**config.mk**
```make
export PLATFORM = sky130hd
export DESIGN_NAME = mac_address_text_parser
export DESIGN_NICKNAME = d
export VERILOG_FILES = /design/src/hdl/mapt_pkg.sv /design/src/hdl/mapt_parse_core.sv /design/src/hdl/mac_address_text_parser.sv
export SDC_FILE = /design/constraint.sdc
export NUM_CORES = 1
export LEC_CHECK = 0
export ABC_CLOCK_PERIOD_IN_PS = 9270
export BUFFER_PORTS_ARGS = -buffer_cell sky130_fd_sc_hd__buf_2
export CORE_MARGIN = 1.5
export CORE_UTILIZATION = 35
export DETAILED_ROUTE_END_ITERATION = 10
export GPL_ROUTABILITY_DRIVEN = 0
export GPL_TIMING_DRIVEN = 0
export RECOVER_POWER = 50
export SYNTH_ARGS = -nofsm -noshare
export SYNTH_HDL_FRONTEND = slang
export SYNTH_HIERARCHICAL = 1
export SYNTH_SLANG_ARGS = --single-unit
```
**constraint.sdc**
```tcl
create_clock -name clock -period 9.27 [get_ports clock]
set_clock_uncertainty 0.05 [all_clocks]
set_input_delay 1.854 -clock clock [delete_from_list [all_inputs] [get_ports clock]]
set_output_delay 1.854 -clock clock [all_outputs]
set_load 0.01 [all_outputs]
```
**src/hdl/mapt_pkg.sv**
```systemverilog
// Package for the MAC address text parser: types, constants and character helpers.
package mapt_pkg;

   localparam int unsigned MAC_WIDTH = 48;

   localparam logic [7:0] CHAR_COLON = 8'h3A;
   localparam logic [7:0] CHAR_DASH  = 8'h2D;
   localparam logic [7:0] CHAR_DOT   = 8'h2E;
   localparam logic [7:0] CHAR_SPACE = 8'h20;
   localparam logic [7:0] CHAR_TAB   = 8'h09;
   localparam logic [7:0] CHAR_CR    = 8'h0D;

   localparam logic [4:0] POS_MAX = 5'd31;
   localparam logic [2:0] OCTET_LAST = 3'd5;

   typedef enum logic [2:0] {
      FMT_NONE    = 3'd0,
      FMT_PAIRS   = 3'd1,
      FMT_QUADS   = 3'd2,
      FMT_HALVES  = 3'd3,
      FMT_BARE    = 3'd4,
      FMT_SHORT   = 3'd5
   } fmt_type;

   typedef struct packed {
      logic [7:0] ch;
      logic       last;
   } req_type;

   typedef struct packed {
      logic                 ok;
      logic [MAC_WIDTH-1:0] mac_addr;
   } rsp_type;

   typedef struct packed {
      logic                 body_started;
      logic [4:0]           format_alive;
      logic [4:0]           char_position;
      logic [MAC_WIDTH-1:0] nibble_acc;
      logic [7:0]           pair_delim;
      logic [7:0]           group_delim;
      logic [MAC_WIDTH-1:0] short_acc;
      logic [2:0]           short_index;
      logic [1:0]           short_count;
      logic                 in_trailing;
      fmt_type              chosen_format;
   } parse_state_type;

   localparam parse_state_type STATE_RESET = '{
      body_started:  1'b0,
      format_alive:  5'b11111,
      char_position: 5'd0,
      nibble_acc:    '0,
      pair_delim:    8'h00,
      group_delim:   8'h00,
      short_acc:     '0,
      short_index:   3'd0,
      short_count:   2'd0,
      in_trailing:   1'b0,
      chosen_format: FMT_NONE
   };

   function automatic logic is_blank(input logic [7:0] c);
      return (c == CHAR_SPACE) || ((c >= CHAR_TAB) && (c <= CHAR_CR));
   endfunction

endpackage

```
**src/hdl/mapt_parse_core.sv**
```systemverilog
// Parser state register and the per-character recogniser update.
module mapt_parse_core (
   input  logic               clock,
   input  logic               reset,
   input  logic               step,
   input  mapt_pkg::req_type  item,
   output mapt_pkg::rsp_type  result
);

   mapt_pkg::parse_state_type state_ff, state_in;

   function automatic logic [4:0] hex_value(input logic [7:0] c);
      logic [4:0] v;
      v = 5'd16;
      if ((c >= 8'h30) && (c <= 8'h39)) v = {1'b0, c[3:0]};
      else if (((c >= 8'h61) && (c <= 8'h66)) || ((c >= 8'h41) && (c <= 8'h46)))
         v = {1'b0, c[3:0] + 4'd9};
      return v;
   endfunction

   // keep only complete notations and pick the highest ranked one
   function automatic mapt_pkg::fmt_type pick_format(input mapt_pkg::parse_state_type s,
                                                     output logic [4:0] done);
      mapt_pkg::fmt_type f;
      done[0] = s.format_alive[0] && (s.char_position == 5'd17);
      done[1] = s.format_alive[1] && (s.char_position == 5'd14);
      done[2] = s.format_alive[2] && (s.char_position == 5'd13);
      done[3] = s.format_alive[3] && (s.char_position == 5'd12);
      done[4] = s.format_alive[4] && (s.short_index == mapt_pkg::OCTET_LAST)
                && (s.short_count != 2'd0);
      priority if (done[0]) f = mapt_pkg::FMT_PAIRS;
      else if (done[1])     f = mapt_pkg::FMT_QUADS;
      else if (done[2])     f = mapt_pkg::FMT_HALVES;
      else if (done[3])     f = mapt_pkg::FMT_BARE;
      else if (done[4])     f = mapt_pkg::FMT_SHORT;
      else                  f = mapt_pkg::FMT_NONE;
      return f;
   endfunction

   function automatic mapt_pkg::parse_state_type consume(input mapt_pkg::parse_state_type s,
                                                         input logic [7:0] c);
      mapt_pkg::parse_state_type n;
      logic [4:0] hv;
      logic       hex;
      logic [4:0] p;
      n   = s;
      hv  = hex_value(c);
      hex = !hv[4];
      p   = s.char_position;

      if (p >= 5'd17) begin
         n.format_alive[0] = 1'b0;
      end else if ((p == 5'd2) || (p == 5'd5) || (p == 5'd8) || (p == 5'd11)
                   || (p == 5'd14)) begin
         if (p == 5'd2) begin
            if ((c == mapt_pkg::CHAR_COLON) || (c == mapt_pkg::CHAR_DASH)) n.pair_delim = c;
            else n.format_alive[0] = 1'b0;
         end else if (c != s.pair_delim) begin
            n.format_alive[0] = 1'b0;
         end
      end else if (!hex) begin
         n.format_alive[0] = 1'b0;
      end

      if (p >= 5'd14) begin
         n.format_alive[1] = 1'b0;
      end else if (p == 5'd4) begin
         if ((c == mapt_pkg::CHAR_COLON) || (c == mapt_pkg::CHAR_DASH)
             || (c == mapt_pkg::CHAR_DOT)) n.group_delim = c;
         else n.format_alive[1] = 1'b0;
      end else if (p == 5'd9) begin
         if (c != s.group_delim) n.format_alive[1] = 1'b0;
      end else if (!hex) begin
         n.format_alive[1] = 1'b0;
      end

      if (p >= 5'd13) begin
         n.format_alive[2] = 1'b0;
      end else if (p == 5'd6) begin
         if ((c != mapt_pkg::CHAR_COLON) && (c != mapt_pkg::CHAR_DASH))
            n.format_alive[2] = 1'b0;
      end else if (!hex) begin
         n.format_alive[2] = 1'b0;
      end

      if ((p >= 5'd12) || !hex) n.format_alive[3] = 1'b0;

      if (hex) n.nibble_acc = {s.nibble_acc[mapt_pkg::MAC_WIDTH-5:0], hv[3:0]};

      if (s.format_alive[4]) begin
         if (hex) begin
            if (s.short_count >= 2'd2) begin
               n.format_alive[4] = 1'b0;
            end else begin
               n.short_acc   = {s.short_acc[mapt_pkg::MAC_WIDTH-1:8], s.short_acc[3:0], hv[3:0]};
               n.short_count = s.short_count + 2'd1;
            end
         end else if (c == mapt_pkg::CHAR_COLON) begin
            if ((s.short_count == 2'd0) || (s.short_index >= mapt_pkg::OCTET_LAST)) begin
               n.format_alive[4] = 1'b0;
            end else begin
               n.short_acc   = {s.short_acc[mapt_pkg::MAC_WIDTH-9:0], 8'h00};
               n.short_index = s.short_index + 3'd1;
               n.short_count = 2'd0;
            end
         end else begin
            n.format_alive[4] = 1'b0;
         end
      end

      n.char_position = (p < mapt_pkg::POS_MAX) ? p + 5'd1 : mapt_pkg::POS_MAX;
      return n;
   endfunction

   always_comb begin
      mapt_pkg::parse_state_type s;
      logic [4:0]                done;
      logic                      blank;
      s      = state_ff;
      done   = '0;
      blank  = mapt_pkg::is_blank(item.ch);
      result = '0;

      if (!s.body_started) begin
         if (!blank) begin
            s.body_started = 1'b1;
            s = consume(s, item.ch);
         end
      end else if (s.in_trailing) begin
         if (!blank) begin
            s.format_alive  = '0;
            s.chosen_format = mapt_pkg::FMT_NONE;
         end
      end else if (blank) begin
         s.chosen_format = pick_format(s, done);
         s.format_alive  = done;
         s.in_trailing   = 1'b1;
      end else begin
         s = consume(s, item.ch);
      end

      if (item.last && s.body_started && !s.in_trailing) begin
         s.chosen_format = pick_format(s, done);
         s.format_alive  = done;
      end
      if (s.chosen_format != mapt_pkg::FMT_NONE) begin
         result.ok       = 1'b1;
         result.mac_addr = (s.chosen_format == mapt_pkg::FMT_SHORT) ? s.short_acc
                                                                    : s.nibble_acc;
      end

      if (item.last) state_in = mapt_pkg::STATE_RESET;
      else           state_in = s;
      if (!step)     state_in = state_ff;
   end

   always_ff @(posedge clock) begin
      if (reset) begin
         state_ff <= mapt_pkg::STATE_RESET;
      end else begin
         state_ff <= state_in;
      end
   end

endmodule

```
**src/hdl/mac_address_text_parser.sv**
```systemverilog
// Top level of the MAC address text parser: request register, parser core, result register.
// A string's result goes from the request register through the parser core into the result register.
// Throughput: one character per cycle while the result is not stalled, set by the parser state update.
// A stalled result holds the request register; further requests stall behind it.
// Synchronous reset clears the parser to its idle state and empties both registers.
module mac_address_text_parser (
   input  logic               clock,
   input  logic               reset,
   input  logic               req_valid,
   output logic               req_stall,
   input  mapt_pkg::req_type  req_data,
   output logic               rsp_valid,
   input  logic               rsp_stall,
   output mapt_pkg::rsp_type  rsp_data
);

   logic              in_valid_ff, in_valid_in;
   mapt_pkg::req_type in_ff, in_in;
   logic              rsp_valid_ff, rsp_valid_in;
   mapt_pkg::rsp_type rsp_ff, rsp_in;
   mapt_pkg::rsp_type core_result;
   logic              advance;
   logic              step;

   assign advance   = !rsp_valid_ff || !rsp_stall;
   assign step      = in_valid_ff && advance;
   assign req_stall = in_valid_ff && !advance;

   mapt_parse_core u_core (
      .clock  (clock),
      .reset  (reset),
      .step   (step),
      .item   (in_ff),
      .result (core_result)
   );

   always_comb begin
      in_valid_in = in_valid_ff;
      in_in       = in_ff;
      if (!req_stall) begin
         in_valid_in = req_valid;
         in_in       = req_data;
      end
      rsp_valid_in = rsp_valid_ff && rsp_stall;
      rsp_in       = rsp_ff;
      if (step && in_ff.last) begin
         rsp_valid_in = 1'b1;
         rsp_in       = core_result;
      end
   end

   always_ff @(posedge clock) begin
      if (reset) begin
         in_valid_ff  <= 1'b0;
         rsp_valid_ff <= 1'b0;
      end else begin
         in_valid_ff  <= in_valid_in;
         rsp_valid_ff <= rsp_valid_in;
      end
      in_ff  <= in_in;
      rsp_ff <= rsp_in;
   end

   assign rsp_valid = rsp_valid_ff;
   assign rsp_data  = rsp_ff;

   a_fail_zero : assert property (@(posedge clock) disable iff (reset)
      rsp_valid_ff && !rsp_ff.ok |-> rsp_ff.mac_addr == '0)
      else $error("failed parse with nonzero address");

   a_stall_cause : assert property (@(posedge clock) disable iff (reset)
      req_stall |-> in_valid_ff && rsp_valid_ff && rsp_stall)
      else $error("request stalled without a blocked result");

   a_rsp_source : assert property (@(posedge clock) disable iff (reset)
      $rose(rsp_valid_ff) |-> $past(in_valid_ff && in_ff.last))
      else $error("result raised without a final character");

   a_rsp_new : assert property (@(posedge clock) disable iff (reset)
      rsp_valid_ff && !rsp_stall && !(in_valid_ff && in_ff.last) |=> !rsp_valid_ff)
      else $error("taken result not retired");

endmodule
```
==> results_dict.tcl, run 1 <==
set metrics [dict create \
    drive_gt1_frac 0.110 \
    wl_per_cell_um 18.0 \
    post_cts_buffers 0 \
    yosys.area.top_type "dfxtp_1" \
    fmax_ghz 0.156 \
    synthArstFlopShare 0 \
    setup_tns_ns 0 \
    critPathKind "flip-flop to flip-flop" \
    post-synth-top-count-cell "dfxtp_1" \
    cts_hold_buf 0 \
    drt-total-wl_mm 27.3 \
    drt_iter0_markers 850 \
    synth.area.top_cells "dfxtp_1, edfxtp_1, a22oi_1, mux2i_1, nor2_1" \
    cts_buffer_depth 2 \
    syn_area_per_cell_um2 9.52 \
    synth_cells 1045 \
    tritoncts "done" \
    synth_area_um2 9940 \
    finalCritPeriodShare 0.692 \
    netlist-cell-type-count 80 \
    grt_pass1_vias 8051 \
    rows 61 \
    seq_area_um2 4420 \
    initial_core_util 0.357 \
    synthAdderAreaFrac 0.0151 \
    cts_made_buffers 17 \
    antenna_found_initial 0 \
    cts_sinks 192 \
    routed-via-count 8561 \
    syn_nets 1070 \
    startpoint_type "flip-flop" \
    multiInputGateArea_um2 5010 \
    synthXorXnorAreaFrac 0.0176 \
    synth_top_family_by_area "compound AO/OA/AOI/OAI gates" \
    dr.pass1.iters 6 \
    holdCritPathClass "flip-flop to flip-flop" \
    gr-total-overflow 0 \
    critPathMaxFanout 10 \
    ys_ff_latch 192 \
    synth_edf_count 58 \
    synth_top_area_share 0.270 \
    finalSetupViolCount 0 \
    place.port_buffers 63 \
    crit_required_ns 9.59 \
    cellPowerDensity_nw_per_um2 156 \
    slew_headroom -0.637 \
    synthTopCellsByCount "dfxtp_1, nor2_1, a22oi_1, clkbuf_1, edfxtp_1" \
    irDropWorstVdd_mv 0.0893 \
    status "finished with violations" \
    finalInstanceArea_um2 11200 \
    grt_usage 0.192 \
    synth_flop_cell "dfxtp_1" \
    clk_pin_slew_worst_paths_ns 0.07 \
    die_h_um 172 \
    grt_max_degree 32 \
    cts-root-buf "clkbuf_16" \
    ys_seq_area_frac 0.445 \
    worst_ep_arrival_time_ns 6.73 \
    yosys_warnings 6 \
    core_region_area_um2 27900 \
    dieArea_um2 29400 \
    fin_crit_ns 6.41 \
    grt_pass1_wl_mm 43.9 \
    slew_viol_final 63 \
    fin_nets 1153 \
    clock_latency_ns 0.44 \
    synth_compound_area_frac 0.208 \
    worst_slew_pin_slew_ns 2.42 \
    place_area_um2 10800 \
    avgViaCountPerCell 5.64 \
    die_width_um 172 \
    htreeDepth 4 \
    maxCapViolCount 3 \
    hold_viol 0 \
    dp_hpwl_mm 19.7 \
    areaGrowthSynthToFinish_pct 13.1 \
    synth.area.mux_share 0.101 \
    rsz0062_at_grt "no" \
    n_fill_cell 2811 \
    cts_resized 0 \
    num_io_pins 64 \
    leakagePower_nw 4.02 \
    violations "max-capacitance violations, max-slew violations" \
    cp-end-kind "flip-flop" \
    synth-simple-area-share 0.164 \
    diodes 0 \
    drc 0 \
    ant_nets 0 \
]
state kept, by name, indices dropped and copies added (netlist names):
signal           cells
in_ff                9
in_valid_ff          1
rsp_data            49
rsp_valid            1
u_core/state_ff    132
placed cells by master (no fill, tap or decap), drive strengths merged, types with 4 or more instances in the layout:
cell,n
a2111oi,4
a211oi,8
a21o,4
a21oi,42
a22oi,104
a31oi,4
and2,9
and3,8
buf,37
clkbuf,137
clkinv,5
dfxtp,134
edfxtp,58
ha,12
inv,29
mux2,43
mux2i,52
nand2,49
nand2b,5
nand3,15
nand4,52
nor2,133
nor3,12
nor4,8
o211ai,5
o21a,4
o21ai,34
o21bai,4
o31ai,50
or3,5
xnor2,11
xor2,9
metal layers:
| layer | track usage | share of wire |
|---|---|---|
| met1 | 0.279 | 0.49 |
| met2 | 0.284 | 0.43 |
| met3 | 0.0313 | 0.060 |
| met4 | 0.0686 | 0.019 |
| met5 | 0 | 0 |
critical path, stage by stage, from the launching register on:
cell,delay (ns)
edfxtp_1,0.54
inv_1,0.20
ha_1,0.24
a21oi_1,0.10
o311ai_0,1.88
nand2_1,0.74
nand2_1,0.45
nor2_1,0.08
o21ai_0,0.52
clkbuf_1,0.64
clkbuf_1,0.60
a22oi_1,0.15
nor2_1,0.13
metrics by stage:
stage | hold slack (ns) | setup WS [ns] | total power, mW | util | instances
after floorplan | 0.387 | 4.55 | 0.983 | - | 1045
after global placement | 0.397 | 3.36 | 1.03 | 0.385 | 1486
after detailed placement | 0.402 | 4.67 | 1.03 | 0.386 | 1487
after CTS | 0.413 | 4.86 | 1.78 | 0.408 | 1519
after global routing | 0.421 | 2.66 | 1.82 | 0.404 | 1519
final | 0.410 | 2.86 | 1.76 | 0.404 | 1519
logic make-up after synthesis:
family | count (synthesis)
and+or+nand+nor | 319
AOI/OAI and AO/OA | 290
DFF | 192
buffers and inverters | 117
muxes | 95
xor gates and xnor gates | 20
adders and majority gates | 12
worst paths after layout:
check	from	to	slack, ns	cells after the start
setup / recovery	in_ff[2]	u_core/state_ff[75]	2.86	12
hold / removal	u_core/state_ff[60]	u_core/state_ff[60]	0.41	2
setup reg to reg	in_ff[2]	u_core/state_ff[75]	2.86	12
hold reg to reg	u_core/state_ff[60]	u_core/state_ff[60]	0.41	2
power breakdown:
group / leakage, nW / internal (mW) / switching [mW]
combinational: 2.10 / 0.0346 / 0.0916
sequential: 1.64 / 0.872 / 0.00736
clock: 0.285 / 0.406 / 0.347
cell type report:
class                   instances  share of cell area
plain buffers                  93              0.0353
clock buffers                  17              0.0378
clock inverters                15              0.0158
inverters                      24             0.00801
multi-input cells             736               0.445
flip-flops and latches        192               0.393
well taps                     378              0.0420
repair buffers                 64              0.0226
No activity file was read; power rests on OpenSTA's default activity.
==> inputs of run 2 (changes only) <==
- ABC_CLOCK_PERIOD_IN_PS: 9270 -> 5700
- clock period: 9.27 -> 5.7 ns (I/O delays scaled with it)
==> run 2 against run 1 <==
  * The run still ends with max-capacitance violations, max-slew violations left
  * Sequential share of layout area about the same
  * Hold slack barely moved
  * Via count is 0.18% higher
  * Global-route usage unchanged
  * Total power is 63% higher
  * Largest cell class unchanged
  * Utilization barely moved
  * Clock power grew 63%
  * Maximum frequency is 37% higher
==> results_dict.tcl, run 2 (synthesis results as in run 1) <==
set metrics [dict create \
    holdCritPathClass "flip-flop to flip-flop" \
    cts_buffer_depth 2 \
    p_clk_frac 0.428 \
    die_h_um 172 \
    p_sw_frac 0.254 \
    areaGrowthSynthToFinish_pct 13.2 \
    status "finished with violations" \
    p_int_mw 2.14 \
    drt-total-wl_mm 27.4 \
    core_region_area_um2 27900 \
    slew_headroom -0.216 \
    post_cts_buffers 0 \
    rsz0062_at_grt "no" \
    cellPowerDensity_nw_per_um2 254 \
    cp-end-kind "flip-flop" \
    antenna_found_initial 0 \
    wl_per_cell_um 18.0 \
    regMostFlops "u_core/state_ff" \
    cts_sinks 192 \
    irDropWorstVdd_mv 0.145 \
    cts-root-buf "clkbuf_16" \
    final_cell_mix "dfxtp_1, nor2_1, clkbuf_1" \
    fmax_ghz 0.214 \
    fin_nets 1153 \
    cp_slowest_cell "clkbuf_1" \
    setup_tns_ns 0 \
    hold_viol 0 \
    place.port_buffers 63 \
    clock_latency_ns 0.44 \
    htreeDepth 4 \
    critPathKind "flip-flop to flip-flop" \
    rows 61 \
    crit_chain "inv_1 > ha_1 > or4b_1 > o311ai_4 > nand2_1 > nand2_1 > nor2_1 > o21ai_0 > clkbuf_1 > clkbuf_1 > a22oi_1 > nor2_1" \
    grt_pass1_wl_mm 43.9 \
    path_buf_inv 3 \
    grt_max_degree 32 \
    drc 0 \
    avgViaCountPerCell 5.65 \
    critical_path.top_delay_family "buffers and inverters" \
    p_total_mw 2.86 \
    dp_hpwl_mm 19.7 \
    clk_pin_slew_worst_paths_ns 0.07 \
    grt_util_met1 0.279 \
    dr.pass1.iters 6 \
    ant_nets 0 \
    power_frac_comb 0.072 \
    grt_util_met3 0.0313 \
    worst_slew_pin_slew_ns 1.82 \
    gr-total-overflow 0 \
    p_sw_mw 0.727 \
    cts_made_buffers 17 \
    critPathMaxStageDelay_ns 0.65 \
    slew_viol_final 52 \
    violations "max-capacitance violations, max-slew violations" \
    hold_path_depth 2 \
    crit_required_ns 6.02 \
    mostFrequentLayoutCell "dfxtp_1" \
    finalSetupViolCount 0 \
    multiInputGateArea_um2 5020 \
    die_width_um 172 \
    startpoint_type "flip-flop" \
    dp.cells 1487 \
    cp.depth 12 \
    diodes 0 \
    fin_cells 1519 \
    drt_iter0_markers 860 \
    n_fill_cell 2812 \
    initial_core_util 0.357 \
    worst_slack_ns 1.03 \
    grt_pass1_vias 8051 \
    critPathMaxFanout 10 \
    drive_gt1_frac 0.108 \
    fin_crit_ns 4.67 \
    largest_reg_flops 132 \
    cts_resized 0 \
    tritoncts "done" \
    num_io_pins 64 \
    place_ws_ns 1.32 \
    dieArea_um2 29400 \
    final_util 0.404 \
    r2r_cells 12 \
    grt_util_met2 0.284 \
    power.share.sequential 0.500 \
    maxCapViolCount 2 \
    grt_usage 0.192 \
    routed-via-count 8576 \
    busiest_layer "met2" \
    finalCritPeriodShare 0.820 \
    leakagePower_nw 4.03 \
    worst_ep_arrival_time_ns 4.99 \
    seq_area_um2 4420 \
    cts_hold_buf 0 \
]
## run 2: power by group through the flow
stage | clock (mW) | combinational [mW] | sequential, mW
detailed placement | 0 | 0.206 | 1.46
global route | 1.30 | 0.223 | 1.43
finish | 1.23 | 0.206 | 1.43
global placement | 0 | 0.205 | 1.46
floorplan | 0 | 0.134 | 1.46
CTS | 1.25 | 0.207 | 1.43
## run 2: final cells by class
type                            instances  share of cell area
Timing Repair Buffer                   64              0.0226
Sequential cell                       192               0.393
Clock buffer                           17              0.0378
Buffer                                 93              0.0352
Clock inverter                         15              0.0158
Multi-Input combinational cell        736               0.446
Tap cell                              378              0.0420
Inverter                               24             0.00800
## run 2: final timing paths
path	slack, ns	from	end
max	1.03	in_ff[1]	u_core/state_ff[75]
min	0.41	u_core/state_ff[60]	u_core/state_ff[60]
max reg2reg	1.03	in_ff[1]	u_core/state_ff[75]
min reg2reg	0.41	u_core/state_ff[60]	u_core/state_ff[60]
## run 2: routing by layer
layer  vias up  share of wire
met5         -              0
met4         0          0.021
met3        38          0.060
met2       314           0.43
met1      4131           0.49
li1       4093              -
## run 2: worst reg2reg max path: stages (launching register included)
cell and delay, ns:
edfxtp_1 0.56, inv_1 0.17, ha_1 0.27, or4b_1 0.55
o311ai_4 0.18, nand2_1 0.38, nand2_1 0.30, nor2_1 0.07
o21ai_0 0.51, clkbuf_1 0.62, clkbuf_1 0.65, a22oi_1 0.15
nor2_1 0.13
## run 2: through the flow
| stage | instance area (µm²) | hold slack, ns |
|---|---|---|
| global placement | 10700 | 0.397 |
| finish | 11300 | 0.410 |
| global route | 11300 | 0.421 |
| floorplan | 9940 | 0.387 |
| CTS | 11400 | 0.413 |
| detailed placement | 10800 | 0.402 |
